===== src/hdl/saw_arq_pkg.sv =====
`default_nettype none

package saw_arq_pkg;

  localparam int unsigned SeqW  = 32;
  localparam int unsigned CodeW = 8;
  localparam int unsigned CfgIdxW = 2;

  typedef enum logic [1:0] {
    OP_START   = 2'd0,
    OP_SEGMENT = 2'd1,
    OP_REPLY   = 2'd2,
    OP_POLL    = 2'd3
  } op_t;

  typedef enum logic [1:0] {
    PH_IDLE      = 2'd0,
    PH_HDR_WAIT  = 2'd1,
    PH_READY     = 2'd2,
    PH_DATA_WAIT = 2'd3
  } phase_t;

  typedef enum logic [2:0] {
    ACT_NONE   = 3'd0,
    ACT_SEND   = 3'd1,
    ACT_RESEND = 3'd2,
    ACT_ACKED  = 3'd3,
    ACT_REJECT = 3'd4
  } action_t;

  typedef enum logic [1:0] {
    KIND_HEADER  = 2'd0,
    KIND_MESSAGE = 2'd1,
    KIND_TAIL    = 2'd2
  } kind_t;

  typedef enum logic [CfgIdxW-1:0] {
    REG_POLL_LIMIT   = 2'd0,
    REG_HEADER_CODE  = 2'd1,
    REG_MESSAGE_CODE = 2'd2
  } reg_index_t;

  localparam logic [CodeW-1:0] PollLimitReset   = 8'd10;
  localparam logic [CodeW-1:0] HeaderCodeReset  = 8'd8;
  localparam logic [CodeW-1:0] MessageCodeReset = 8'd7;

  typedef struct packed {
    logic [CodeW-1:0] poll_limit;
    logic [CodeW-1:0] header_reply_code;
    logic [CodeW-1:0] message_reply_code;
  } cfg_t;

  typedef struct packed {
    op_t              op;
    logic             is_last;
    logic [CodeW-1:0] reply_type;
    logic [SeqW-1:0]  reply_ack;
    logic             checksum_good;
  } item_t;

  typedef struct packed {
    logic [SeqW-1:0]  next_sequence;
    logic [SeqW-1:0]  expected_ack;
    phase_t           phase;
    logic [CodeW-1:0] empty_polls;
    kind_t            pending_kind;
    logic [SeqW-1:0]  pending_sequence;
  } arq_state_t;

  typedef struct packed {
    action_t          action;
    kind_t            packet_kind;
    logic [SeqW-1:0]  packet_seq;
    logic [SeqW-1:0]  expected_ack_out;
  } result_t;

endpackage

`default_nettype wire


===== src/hdl/saw_arq_step.sv =====
`default_nettype none

module saw_arq_step import saw_arq_pkg::*; (
  input  arq_state_t st,
  input  cfg_t       cfg,
  input  item_t      item,
  output arq_state_t st_next,
  output result_t    res
);

  logic [CodeW:0] poll_cnt;
  logic           poll_over;
  logic           ack_match;
  logic           hdr_match;
  logic           msg_match;
  kind_t          seg_kind;

  assign poll_cnt  = {1'b0, st.empty_polls} + {{CodeW{1'b0}}, 1'b1};
  assign poll_over = poll_cnt > {1'b0, cfg.poll_limit};
  assign ack_match = item.checksum_good && (item.reply_ack == st.expected_ack);
  assign hdr_match = ack_match && (item.reply_type == cfg.header_reply_code);
  assign msg_match = ack_match && (item.reply_type == cfg.message_reply_code);
  assign seg_kind  = item.is_last ? KIND_TAIL : KIND_MESSAGE;

  // next state
  always_comb begin
    st_next = st;
    case (item.op)
      OP_START: begin
        if (st.phase == PH_IDLE) begin
          st_next.pending_kind     = KIND_HEADER;
          st_next.pending_sequence = st.next_sequence;
          st_next.next_sequence    = st.next_sequence + {{(SeqW-1){1'b0}}, 1'b1};
          st_next.empty_polls      = '0;
          st_next.phase            = PH_HDR_WAIT;
        end
      end
      OP_SEGMENT: begin
        if (st.phase == PH_READY) begin
          st_next.pending_kind     = seg_kind;
          st_next.pending_sequence = st.next_sequence;
          st_next.next_sequence    = st.next_sequence + {{(SeqW-1){1'b0}}, 1'b1};
          st_next.empty_polls      = '0;
          st_next.phase            = PH_DATA_WAIT;
        end
      end
      OP_REPLY: begin
        if (st.phase == PH_HDR_WAIT && hdr_match) begin
          st_next.expected_ack = st.expected_ack + {{(SeqW-1){1'b0}}, 1'b1};
          st_next.phase        = PH_READY;
        end else if (st.phase == PH_DATA_WAIT) begin
          st_next.empty_polls = '0;
          if (msg_match) begin
            st_next.expected_ack = st.expected_ack + {{(SeqW-1){1'b0}}, 1'b1};
            st_next.phase = (st.pending_kind == KIND_TAIL) ? PH_IDLE : PH_READY;
          end
        end
      end
      OP_POLL: begin
        if (st.phase == PH_DATA_WAIT) begin
          st_next.empty_polls = poll_over ? '0 : poll_cnt[CodeW-1:0];
        end
      end
      default: begin
        st_next = st;
      end
    endcase
  end

  // result
  always_comb begin
    res.action           = ACT_NONE;
    res.packet_kind      = KIND_HEADER;
    res.packet_seq       = '0;
    res.expected_ack_out = st_next.expected_ack;
    case (item.op)
      OP_START: begin
        if (st.phase == PH_IDLE) begin
          res.action     = ACT_SEND;
          res.packet_seq = st.next_sequence;
        end else begin
          res.action = ACT_REJECT;
        end
      end
      OP_SEGMENT: begin
        if (st.phase == PH_READY) begin
          res.action      = ACT_SEND;
          res.packet_kind = seg_kind;
          res.packet_seq  = st.next_sequence;
        end else begin
          res.action = ACT_REJECT;
        end
      end
      OP_REPLY: begin
        if ((st.phase == PH_HDR_WAIT && hdr_match) || st.phase == PH_DATA_WAIT) begin
          res.action      = (st.phase == PH_DATA_WAIT && !msg_match) ? ACT_RESEND
                                                                     : ACT_ACKED;
          res.packet_kind = st.pending_kind;
          res.packet_seq  = st.pending_sequence;
        end
      end
      OP_POLL: begin
        if (st.phase == PH_DATA_WAIT && poll_over) begin
          res.action      = ACT_RESEND;
          res.packet_kind = st.pending_kind;
          res.packet_seq  = st.pending_sequence;
        end
      end
      default: begin
        res.action = ACT_NONE;
      end
    endcase
  end

endmodule

`default_nettype wire


===== config.mk =====
export PLATFORM = sky130hd
export DESIGN_NAME = saw_arq_step
export DESIGN_NICKNAME = d
export VERILOG_FILES = /design/src/hdl/saw_arq_pkg.sv /design/src/hdl/saw_arq_step.sv
export SDC_FILE = /design/constraint.sdc
export NUM_CORES = 1
export LEC_CHECK = 0
export BUFFER_PORTS_ARGS = -buffer_cell sky130_fd_sc_hd__buf_2
export CORE_MARGIN = 8
export CORE_UTILIZATION = 25
export DETAILED_ROUTE_END_ITERATION = 12
export PLACE_DENSITY = 0.58
export SETUP_SLACK_MARGIN = 0.1
export SLEW_MARGIN = 20
export SYNTH_ARGS = -nofsm -noshare
export SYNTH_HDL_FRONTEND = slang
export SYNTH_SLANG_ARGS = --single-unit

===== constraint.sdc =====
create_clock -name vclk -period 2.9
set_input_delay 0.29 -clock vclk [all_inputs]
set_output_delay 0.29 -clock vclk [all_outputs]
set_load 0.03 [all_outputs]

* Yosys cells after proc, flatten, opt, wreduce, memory -nomap -nowiden
Index checks and enable logic that the tools add are counted.
Storage, ports and cells: bits in latches 0, ROM bits 0, bits in writable memories 0, register bits 0, memories 0, input bits 176, output and inout bits 177, word-level logic and storage cells 51
Cells by class: muxes and demuxes 27, shift-type cells 0, reductions and logical operators 10, bitwise gates (word level) 0, equal/unequal tests 10, divide/modulo/power cells 0, order comparisons 1, add/sub/neg operators 3, multiply operators 0
Operators by type and width (count):
- $mux 32 | 4
- $pmux 32 s4 | 1
- $mux 34 | 3
- $mux 44 | 2
- $mux 36 | 2
- $pmux 34 s2 | 1
- $add 32x1->32 const B | 2
- $pmux 32 s2 | 1
- $mux 42 | 1
- $eq 32x32->1 | 1
- $pmux 8 s4 | 1
- $mux 8 | 3
- $eq 8x8->1 | 2
- $pmux 2 s3 | 2
- $pmux 3 s4 | 1
- $eq 2x2->1 const B | 5
- $add 8x1->9 const B | 1
- $gt 9x8->1 | 1
- $logic_and 1x1->1 | 6
- $mux 3 | 2
- $eq 2x1->1 const B | 2
- $logic_not 2->1 | 2
- $mux 2 | 2
- $logic_not 1->1 | 1
- other kinds (2) | 2

* Depth between registers and ports, before layout
Gate-level depths: netlist of the first run.
word-level depth 8, gate-level depth with buffers 13, mapped depth without buffers 12

* Worst setup path after synthesis of the first run
OpenSTA, ideal clock, no wires.
path type in2out, start input port st[37] in the netlist's numbering, end output port st_next[34] in the netlist's numbering, setup slack 0.073 ns, stages 10, arrival 2.537 ns, buffers on the path 0, data required time 2.610 ns, cells stage by stage and3_1 > and3_1 > nand3_1 > xnor2_1 > ha_1 > nand4_1 > o21ai_0 > o211ai_1 > a31o_2 > o31ai_1
RTL lines:
- start: declaration | line saw_arq_step.sv:4 | input arq_state_t st,
- end: declaration | line saw_arq_step.sv:7 | output arq_state_t st_next,

==> impl_summary.md, run 1 <==
Status
The flow ran to the end, but the final reports show violations. The final reports fail on setup timing.

Power
The total power is 1.144 mW. For this design the ratio of total power to cell area is 191.7 mW/mm^2. The worst-case vdd ir drop is ~0.1 mV. Summed over all cells, the static leakage comes to 3.084 nW.

Route
In the detailed route, the total length drawn on met3 is 1573 um. The total routed wirelength is 20210 um. In this run the top signal layer used is met4. Once detail routing completed, the nets flagged for antenna violations numbered 0. The met1 routed wirelength after detailed routing is between 8000 and 9000 um. The routed layout has 5113 vias. The detailed-route vias per instance is 4.787. The total length of routed met2 wires is 10210 um. The post-detailed-route wirelength per cell is 18.92 um.

The detailed router finished its first iteration with 308 violations. The number of DRC violations after detailed routing is 0. Before antenna repair, the detailed router went through 5 iterations.

Cells and area
The final layout contains roughly 1100 nets. Leaving out fill and tap cells, the most frequent cell in the layout is buf_2. The area growth from synthesis to layout is 65.45%. 0 antenna diodes ended up in the layout. The design has 0 sequential cells. The count of clock-net buffers in the final layout is 0. In the final layout, the share of cells above drive strength 1 is a little under half. The area used by sequential logic in the layout is 0 sq um. The number of standard cells in the layout, taps in and fillers out is 1068. Fill cells in the final layout number 1553.

The top cell types in the final layout, fill and taps aside, are buf_2 (307), nand2_1 (125), xnor2_1 (96).

Logic synthesis
Of the synthesized area, sequential elements account for 0%. Counting distinct cell types in the post-synthesis netlist gives 55. Counting every net in the synthesized netlist gives roughly 750. The count of yosys warnings during synthesis is 0. The synthesized design spends more area on one cell type than any other, namely xnor2_1. The total standard cell area after synthesis is 0.003607 sq mm. The post-synthesis cell count is 560.

The fraction of post-synthesis cell area in the top cell type by area is 23.55%. The synthesized area per cell is 6.441 sq um. After synthesis, the cell types taking the most area are xnor2_1 (24%), nand2_1 (13%), buf_4 (6.9%).

STA
Measured against its own limit, the worst slew margin works out to between 60% and 70%. Across all hold checks on the routed design, the worst slack comes to between 0.9 and 1 ns. The final worst-path cycle share is 101.1%.

The fmax is approximately 0.34 GHz. The final max-slew violation count is 0. The minimum clock period is 2.932 ns. The total of endpoints with negative setup slack in the final report is 28. The number of hold violations in the final report came to 0.

The final setup slack of the worst path is -0.03249 ns. The slew of the pin with the lowest slew margin is 0.5505 ns. Setup repair after global routing could not meet its margin everywhere.

Critical path
The biggest cell delay along the critical path is 0.31 ns. Walking the worst path, the cells encountered are buf_6 -> and3_4 -> and3_4 -> nand3_4 -> xnor2_2 -> ha_1 -> nand4_1 -> o21ai_1 -> o211ai_1 -> a31o_2 -> a2bb2oi_4 -> buf_6 -> clkbuf_16 -> o22ai_4 -> buf_6. STA classifies the critical path endpoint as a primary output. Counting stages on the worst path, the most repeated cell is buf_6. STA puts the critical path data required time at 2.61 ns. In this design, the largest share of critical-path delay is due to compound AO/OA/AOI/OAI gates.

The cell with the biggest individual delay on the critical path is ha_1. The critical path contains buffers and inverters numbering 4 combined. The worst setup path is launched from an input port. By startpoint and endpoint, the worst setup path is classified as in -> out.

For the worst setup path, the data arrival time is between 2 and 3 ns. Along the worst path, the maximum fanout reaches 8.

Global routing
The total global routing overflow is 0. The via count of the first global-routing pass is just over 5000. The global-route wire length before repair is 28520 um.

The number of antenna violations at the first check in global routing is 0. Entering global routing, the biggest net connects 41 pins. The overall routing resource usage is 19.31%.

Worst hold path
The worst hold path belongs to the class in -> out.

Floorplanning
The die covers about 0.019 sq mm. The initial utilization of the core area, before any placement, comes to 25.20%. The height of the die is 136.1 um.

The row count is 44. Measured along the x axis, the die boundary spans 136.1 um. The area of the placeable core is about 0.014 sq mm. The number of placed I/O pins is 353.

Placement
Detailed placement ended at an HPWL of around 17000 um. The post-placement cell count is around 1100. Routability-driven placement finished with a final weighted congestion of 0.9366. The count of buffers from port buffering is 353.

Run
Max-cap violations in this run came to 0.
## path summary, 6_finish.rpt
path  slack [ns]   start          end  depth (start not counted)
max        -0.03  st[38]      res[64]                         15
min         0.92  st[91]  st_next[91]                          3
## area by class of cell
| class | count | area, sq um | area share [%] |
|---|---|---|---|
| multi-input combinational | 475 | 3299 | 55.28 |
| timing repair buffer | 377 | 2283 | 38.26 |
| tap | 184 | 230.2 | 3.857 |
| inverter | 29 | 116.4 | 1.950 |
| timing repair inverter | 3 | 38.79 | 0.6499 |
## per-layer routing
layer	vias to the layer above	GRT usage (%)
met5	-	0
li1	2550	-
met1	2317	23.88
met3	16	3.806
met2	230	34.55
met4	0	2.318
## cells in the mapped netlist (2+ instances only)
master,count
nand3_1,33
o21ai_0,19
xnor2_1,97
nor2b_1,2
nor4_2,2
ha_1,13
buf_4,33
nor2_1,19
and2_1,8
and3_1,20
buf_2,8
nand3b_1,2
mux2i_1,2
a21oi_1,2
inv_1,28
nor4_1,4
o22ai_1,4
xor2_1,20
and4_1,6
nand2_1,125
clkbuf_1,8
or2_2,2
buf_1,5
nor3_1,9
nand4_1,34
a22o_1,26
## tightest hold or removal path: stages
cell	delay (ns)
buf_2	0.10
xnor2_1	0.06
buf_2	0.17
## metrics by stage
step           TNS [ns]  worst slack, ns  util [%]  instance area (sq um)
3_3_place_gp          0          0.02046     37.98                   5436
5_1_grt          -4.378          -0.1468     41.70                   5968
3_5_place_dp     -1.099         -0.06977     37.98                   5436
4_1_cts         -0.3788         -0.03414     40.48                   5794
2_1_floorplan         0          0.08203         -                   3612
6_report        -0.2913         -0.03249     41.70                   5968
## logic make-up (layout without fill, tap and decap cells)
family	Yosys count	in the layout	share of synthesized area (%)
AOI/OAI and AO/OA	64	64	13.63
xor gates and xnor gates	117	117	28.41
adders and majority gates	13	13	4.509
buffers and inverters	85	409	12.87
muxes	3	3	0.8672
and+or+nand+nor	278	278	39.72
## power by group
part | internal, mW | leakage, nW | switching (mW)
combinational | 0.417 | 3.08 | 0.727
clock | 0 | 0 | 0
sequential | 0 | 0 | 0
total | 0.417 | 3.08 | 0.727
## what timing repair did
| item | CTS | global route |
|---|---|---|
| endpoints found under the setup margin | 43 | 55 |
| gates resized for setup | 91 | 44 |
| hold buffers | 0 | 0 |
| buffers inserted | 3 | 2 |
| gates cloned | 3 | 1 |
| pin swaps | 12 | 8 |
Power figures use the tool's default switching activity.
==> run 2: changes to the inputs <==
--- a/config.mk
+++ b/config.mk
@@ -9,8 +9,8 @@
 export CORE_MARGIN = 8
 export CORE_UTILIZATION = 25
 export DETAILED_ROUTE_END_ITERATION = 12
+export MAX_ROUTING_LAYER = met4
 export PLACE_DENSITY = 0.58
-export SETUP_SLACK_MARGIN = 0.1
 export SLEW_MARGIN = 20
 export SYNTH_ARGS = -nofsm -noshare
 export SYNTH_HDL_FRONTEND = slang
==> run 2 against run 1 <==
Compared with the run above:
- the run still ends with setup timing left
- design area shrank 3.3%
- sequential cell count is the same
- critical path depth is the same
- non-clock buffer count grew 2
- power shrank 2.6%
- combinational power is essentially flat
- routed wire length shrank 2.8%
- final cell count is essentially flat
- critical path type unchanged
- critical endpoint is now res[43]
- largest cell class unchanged
==> impl_summary.md, run 2 (synthesis results as in run 1) <==
STA
The final critical path takes up 100.9% of the cycle. Based on the critical path, the design can be clocked at up to 0.3417 GHz. The final max-slew violation count is 0. The number of hold violations in the final report came to 0. The minimum clock period is between 2 and 3 ns.

At the pin with the least slew margin, the transition time is roughly 0.56 ns. Setup violations remaining at the end of the flow were counted as 16. The total negative slack for setup checks is -0.1437 ns. On the final layout, the worst hold slack is just over 0.9 ns. Setup slack on the critical path of the routed design comes to -0.02686 ns.

In this run the tightest slew margin relative to its limit is 62.76%. Setup repair after global routing could not meet its margin everywhere.

Cells and area
The layout cell share with drive strength beyond 1 is a little under half. The finished layout holds approximately 1100 standard cells, fillers aside. The clock buffers instantiated in the layout total 0. The library cell used most frequently in the layout, excluding fill and tap cells, is buf_2. Summing all flip-flop and latch instances after layout gives 0 sq um.

Sequential cells placed in the final layout were counted as 0. 0 antenna diodes ended up in the layout. Leaving out fill and tap cells, the most frequent cells in the layout are buf_2 (313), nand2_1 (125), xnor2_1 (96). For this run, the post-layout net count is 1076. The synthesis-to-layout area growth is 59.94%.

Run
Across the run, the number of max-cap violations was 0.

Route
After detailed routing, the met2 layer carries 9897 um of wire. The detailed router finished its first iteration with 250 violations. The number of detailed-route iterations in the first pass is 4. The count of antenna-violating nets left after detailed routing is 0. After detailed routing, the met3 layer carries 1512 um of wire. The via count of the routed design is 5175. After detailed routing, the number of vias per cell comes to 4.841. The post-detailed-route wirelength per cell is 18.36 um.

In this run the top signal layer used is met4. After detailed routing, the number of remaining DRC violations is 0. In the final routing, the length of wire on met1 measures between 8000 and 9000 um. Summed over all layers, the routed wires come to around 20000 um.

Critical path
In this design, the stage delay of the slowest critical-path cell is just over 0.3 ns. The kind of launch point of the worst setup path is an input port. In this run the worst path has a maximum fanout of 9. Traced cell by cell, the critical path runs through buf_6 -> and3_4 -> and3_4 -> nand3_4 -> xnor2_2 -> ha_1 -> nand4_1 -> o21ai_1 -> o211ai_1 -> a31o_2 -> a2bb2oi_4 -> buf_12 -> inv_8 -> a22o_1 -> buf_6.

The cell with the biggest individual delay on the critical path is ha_1. The arrival time at the worst endpoint is 2.64 ns. The critical path in this run is classified as in -> out. The capturing element type of the critical path is a primary output. The required arrival time at the worst endpoint is roughly 2.6 ns.

Floorplanning
The floorplan step defined a core boundary enclosing 0.01431 sq mm. The total die area is 0.01853 sq mm. 353 I/O pins were placed. The floorplan has 44 rows. The width of the die is 136.1 um. The height of the die is between 100 and 150 um. Once the floorplan was initialized, standard cells occupied 25.20% of the core.

Placement
The HPWL after detailed placement is 17010 um. In this run, placement finished with an instance count of 1059. Routability-driven placement finished with a final weighted congestion of 0.9541.

The count of buffers from port buffering is approximately 350. The worst setup timing slack at the placement stage is -0.08917 ns.

Status
The flow ran to the end, but the final reports show violations. The final reports fail on setup timing.

Worst hold path
In this run the most critical hold path is launched from st[93]. Counting instances, the worst hold path has a depth of 3. The classification of the worst-slack hold path is in -> out. The path with the worst hold slack has its endpoint at st_next[93].

Global routing
The first global-routing pass estimated 28310 um of wire. The number of antenna violations at the first check in global routing is 0. The total global routing overflow is 0. Global routing used 19.57% of the available tracks. Entering global routing, the biggest net connects 33 pins. The via count of the first global-routing pass is slightly above 5000.

Power
The power per cell area is 193.1 mW/mm^2. The internal power component is 401.5 uW. IR analysis of the VDD net gives a maximum drop of 0.1159 mV. The leakage power is 3.031 nW. Of the total power, the share spent switching nets is 63.96%. The net switching power is roughly 700 uW. Overall power consumption after layout is estimated at 1.114 mW. Of the total power, combinational logic draws 100.0%.

The share of power burned in the clock network is 0%. In this run, flip-flops and latches consume 0% of the power.

Clocking
Hold repair after CTS inserted 0 buffers.
==> run 2: cell count changes in the layout (fill, tap and decap cells not counted), moves of 4 or more <==
cell      delta
clkbuf_4     +4
buf_6       -18
buf_4       +11
o21ai_2      -6
buf_2        +6
o21ai_0      +5
==> run 2: worst max-delay path by stage <==
stage                 from           to  slack (ns)  cells after the start
floorplan           st[37]  st_next[34]        0.07                     10
global placement    st[36]      res[49]       -0.05                     14
detailed placement  st[36]      res[49]       -0.09                     14
CTS                 st[37]      res[63]       -0.03                     15
global route        st[37]      res[43]       -0.18                     15
finish              st[37]      res[43]       -0.03                     15
==> run 2: layout make-up <==
cell class                 instances  area (sq um)
multi-input combinational        475          3209
timing repair buffer             379          2188
tap                              184         230.2
fill                            1583          8544
inverter                          29         121.4
timing repair inverter             2         20.02
==> run 2: per-layer routing <==
| layer | GRT usage, % | vias up |
|---|---|---|
| met1 | 24.05 | 2374 |
| met2 | 34.57 | 229 |
| met5 | - | - |
| li1 | - | 2558 |
| met4 | 2.074 | 0 |
| met3 | 2.291 | 14 |
==> run 2: through the flow <==
| step | cell area, sq um | util (%) |
|---|---|---|
| final | 5769 | 40.31 |
| after global routing | 5769 | 40.31 |
| after CTS | 5712 | 39.90 |
| after detailed placement | 5406 | 37.77 |
| after global placement | 5406 | 37.77 |
| after floorplan | 3607 | - |
==> run 2: critical path, delay by kind of cell <==
kind / cells / cell delay (ns)
adders and majority gates: 1 / 0.31
and+or+nand+nor: 4 / 0.56
AOI/OAI and AO/OA: 5 / 0.88
buffers and inverters: 4 / 0.45
xor gates and xnor gates: 1 / 0.15
==> run 2: power by group through the flow <==
stage | Sequential (mW) | Combinational (mW) | Clock, mW
2_1_floorplan | 0 | 0.653 | 0
3_3_place_gp | 0 | 1.05 | 0
3_5_place_dp | 0 | 1.05 | 0
4_1_cts | 0 | 1.11 | 0
5_1_grt | 0 | 1.19 | 0
6_report | 0 | 1.11 | 0
==> run 2: timing repair <==
action,4_1_cts,5_1_grt
gates resized for setup,85,6
pin swaps,12,6
cloned,3,0
setup buffers,3,4
setup endpoints to repair,34,42
==> run 3: changes to the inputs <==
--- a/config.mk
+++ b/config.mk
@@ -5,12 +5,14 @@
 export SDC_FILE = /design/constraint.sdc
 export NUM_CORES = 1
 export LEC_CHECK = 0
+export ABC_AREA = 1
 export BUFFER_PORTS_ARGS = -buffer_cell sky130_fd_sc_hd__buf_2
+export CORE_ASPECT_RATIO = 2
 export CORE_MARGIN = 8
 export CORE_UTILIZATION = 25
 export DETAILED_ROUTE_END_ITERATION = 12
 export MAX_ROUTING_LAYER = met4
-export PLACE_DENSITY = 0.58
+export PLACE_DENSITY = 0.53
 export SLEW_MARGIN = 20
 export SYNTH_ARGS = -nofsm -noshare
 export SYNTH_HDL_FRONTEND = slang
==> run 3 against run 2 <==
Compared with the run above:
- the run still ends with setup timing left
- area after synthesis up 29%
- sequential share of layout area unchanged
- via count increased by 40%
- critical path depth grew 3
- final cell count rose by 40%
- first-iteration DRC count grew 74%
- hold slack got worse by 0.021 ns
- design area up 27%
- sequential cell count did not move
- core utilization shrank 0.35 points
==> impl_summary.md, run 3 <==
Status
The run finished, with violations left. The final reports fail on setup timing.

Power
The net switching power is 861.8 uW. Combinational logic is responsible for 100.0% of the overall power. Net switching is about two thirds of the power. The part of the power in registers is 0%. The clock network is responsible for 0% of the overall power.

For this design the static power due to leakage is 4.177 nW. Dividing total power by cell area gives a power density of 179.2 mW/mm^2. Internal power comes to around 450 uW. The worst-case vdd ir drop is roughly 0.09 mV.

STA
The final setup slack of the worst path is -0.05107 ns. The total of endpoints with negative setup slack in the final report is 17. Setup repair after global routing could not meet its margin everywhere. In this run the tightest slew margin relative to its limit is 59.86%.

For the pin with the worst max-slew slack, the measured transition is 0.5982 ns. The fmax is 0.3389 GHz. The final worst-path cycle share is 101.8%. The final max-slew violation count is 0. The minimum clock period is 2.951 ns.

The number of hold violations in the final report is 0.

Route
For this block, the initial DRC count from the detailed router was approximately 440. For this run, design rule violations remaining after detail routing come to 0. The via count of the routed design is 7235. Summed over all layers, the routed wires come to 25440 um. The number of detailed-route iterations in the first pass is 5. After detailed routing, the number of vias per cell comes to roughly 4.8.

The detail route stage leaves a number of antenna-violating nets equal to 0. The post-detailed-route wirelength per cell is roughly 17 um.

Logic synthesis
After synthesis, the cell types taking the most area are nand2_1 (30%), inv_1 (9.4%), nor2_1 (7.0%). The count of different cell masters after synthesis is 40. Counting instances in the post-synthesis netlist gives the leading cell types as nand2_1 (371), inv_1 (117), nor2_1 (87).

The cell accounting for the most synthesized area is nand2_1. The most used standard cell by instance count after synthesis is nand2_1. After synthesis, the mean cell area works out to between 4 and 5 sq um. The fraction of the yosys area taken by sequential cells is 0%.

During synthesis, Yosys emitted a total of 0 warnings. Counting every net in the synthesized netlist gives about 1100. The post-synthesis cell count is 949.

The synthesized netlist occupies a cell area of 0.004669 sq mm. The fraction of post-synthesis cell area in the top cell type by area is 29.82%.

Floorplanning
For this configuration, the core starts out at a cell density of 25.51%. The die is approximately 210 um tall. The die covers 0.02357 sq mm. Pin placement for this block handled 353 I/O pins.

The area of the placeable core is 0.01831 sq mm. The width of the die is 112.6 um. The row count is 70.

Placement
The count of buffers from port buffering is approximately 350. The total cell area at the placement stage is ~0.0066 sq mm. The final weighted congestion of routability-driven global placement is 0.9302. The detailed-placement wirelength estimate is 21430 um. The post-placement cell count is 1485.

Cells and area
The sequential cells in the finished layout cover a total of 0 sq um. The final instance area is 0.007315 sq mm. The layout net count is 1472. The most common cell after layout, fill and taps aside is nand2_1. The clock buffers instantiated in the layout total 0. The flip-flop and latch count is 0. In the layout the commonest cells are nand2_1 (351), buf_2 (304), inv_1 (113).

The synthesis-to-layout area growth is 56.65%. The number of standard cells in the layout, taps in and fillers out is 1499. The layout cell share with drive strength beyond 1 is 38.80%. Counting the fill cells in the layout gives 2084.

Critical path
The required arrival time at the worst endpoint is around 2.6 ns. The kind of launch point of the worst setup path is an input port. The worst setup path is captured at a primary output. The arrival time at the worst endpoint is 2.66 ns. In this run the worst path has a maximum fanout of 5. The type of the setup path with the least slack is in -> out.

Global routing
Across every metal layer, demand over resource in global routing totals 20.54%. The maximum number of pins on one net before global-route repair is 77. The via count of the first global-routing pass came to ~7400.

The first global-routing pass estimated 38130 um of wire. The number of antenna violations at the first check in global routing is 2. The total global routing overflow is 0.

Clocking
The number of hold buffers added after CTS is 0.

Run
The number of max-cap violations is 0.

Worst hold path
The classification of the worst-slack hold path is in -> out.
[run 3: path summary, 6_finish.rpt]
kind / from / endpoint / slack, ns / cells past startpoint
worst max-delay path: st[36] / res[56] / -0.05 / 18
worst min-delay path: st[21] / res[53] / 0.90 / 4
[run 3: worst max-delay path, stage by stage]
cell	delay [ns]
buf_8	0.08
inv_4	0.03
nor3_4	0.19
buf_4	0.14
xor2_1	0.20
inv_1	0.07
ha_1	0.27
nand2_1	0.07
o21ai_0	0.26
a21oi_2	0.13
nand2_1	0.09
o21ai_2	0.07
o21ai_4	0.22
buf_6	0.17
buf_16	0.15
nand2_4	0.05
nand2_2	0.06
buf_6	0.13
[run 3: layout make-up]
cell class / instances / area (sq um) / share of cell area (%)
diodes: 2 / 5.005 / 0.06842
well taps: 216 / 270.3 / 3.695
multi-input cells: 761 / 4140 / 56.60
inverters: 127 / 484.2 / 6.620
repair buffers: 393 / 2415 / 33.01
[run 3: timing repair]
action                                  CTS  global route
pin swaps                                 1            10
endpoints found under the setup margin   45            63
gates cloned                              3             0
resized for setup                        65           123
endpoints found under the hold margin     0             0
setup buffers                             8             2
[run 3: stage by stage]
step	TNS [ns]	setup WS, ns	utilization (%)	power (mW)	hold slack, ns
floorplan	0	0.1253	-	0.7421	0.7170
global placement	-3.155	-0.1163	35.92	1.196	0.9392
detailed placement	-5.863	-0.1742	35.92	1.200	0.9398
CTS	-0.03974	-0.01925	37.89	1.256	0.8943
global route	-7.758	-0.2471	39.96	1.412	0.9166
finish	-0.6065	-0.05107	39.96	1.311	0.9042
[run 3: power groups by stage]
stage | sequential (mW) | clock, mW | combinational (mW)
6_report | 0 | 0.0000000923 | 1.31
3_5_place_dp | 0 | 0 | 1.20
3_3_place_gp | 0 | 0 | 1.20
5_1_grt | 0 | 0.0000000922 | 1.41
2_1_floorplan | 0 | 0 | 0.742
4_1_cts | 0 | 0 | 1.26
[run 3: kinds of logic (layout without fill, tap and decap cells)]
group	count (synthesis)	after routing	synth area share [%]
compound gates	83	83	9.995
xor+xnor	66	66	12.54
fa+ha+maj	13	13	3.483
buf+inv	188	520	18.33
other cells	0	2	0
simple gates	599	599	55.65
[run 3: metal layers]
metal / global-route usage, % / share of wire [%] / up-vias
li1: - / - / 3603
met1: 18.68 / 35 / 3236
met2: 40.03 / 54 / 331
met3: 3.336 / 6.2 / 65
met4: 9.700 / 5.4 / 0
met5: - / 0 / -
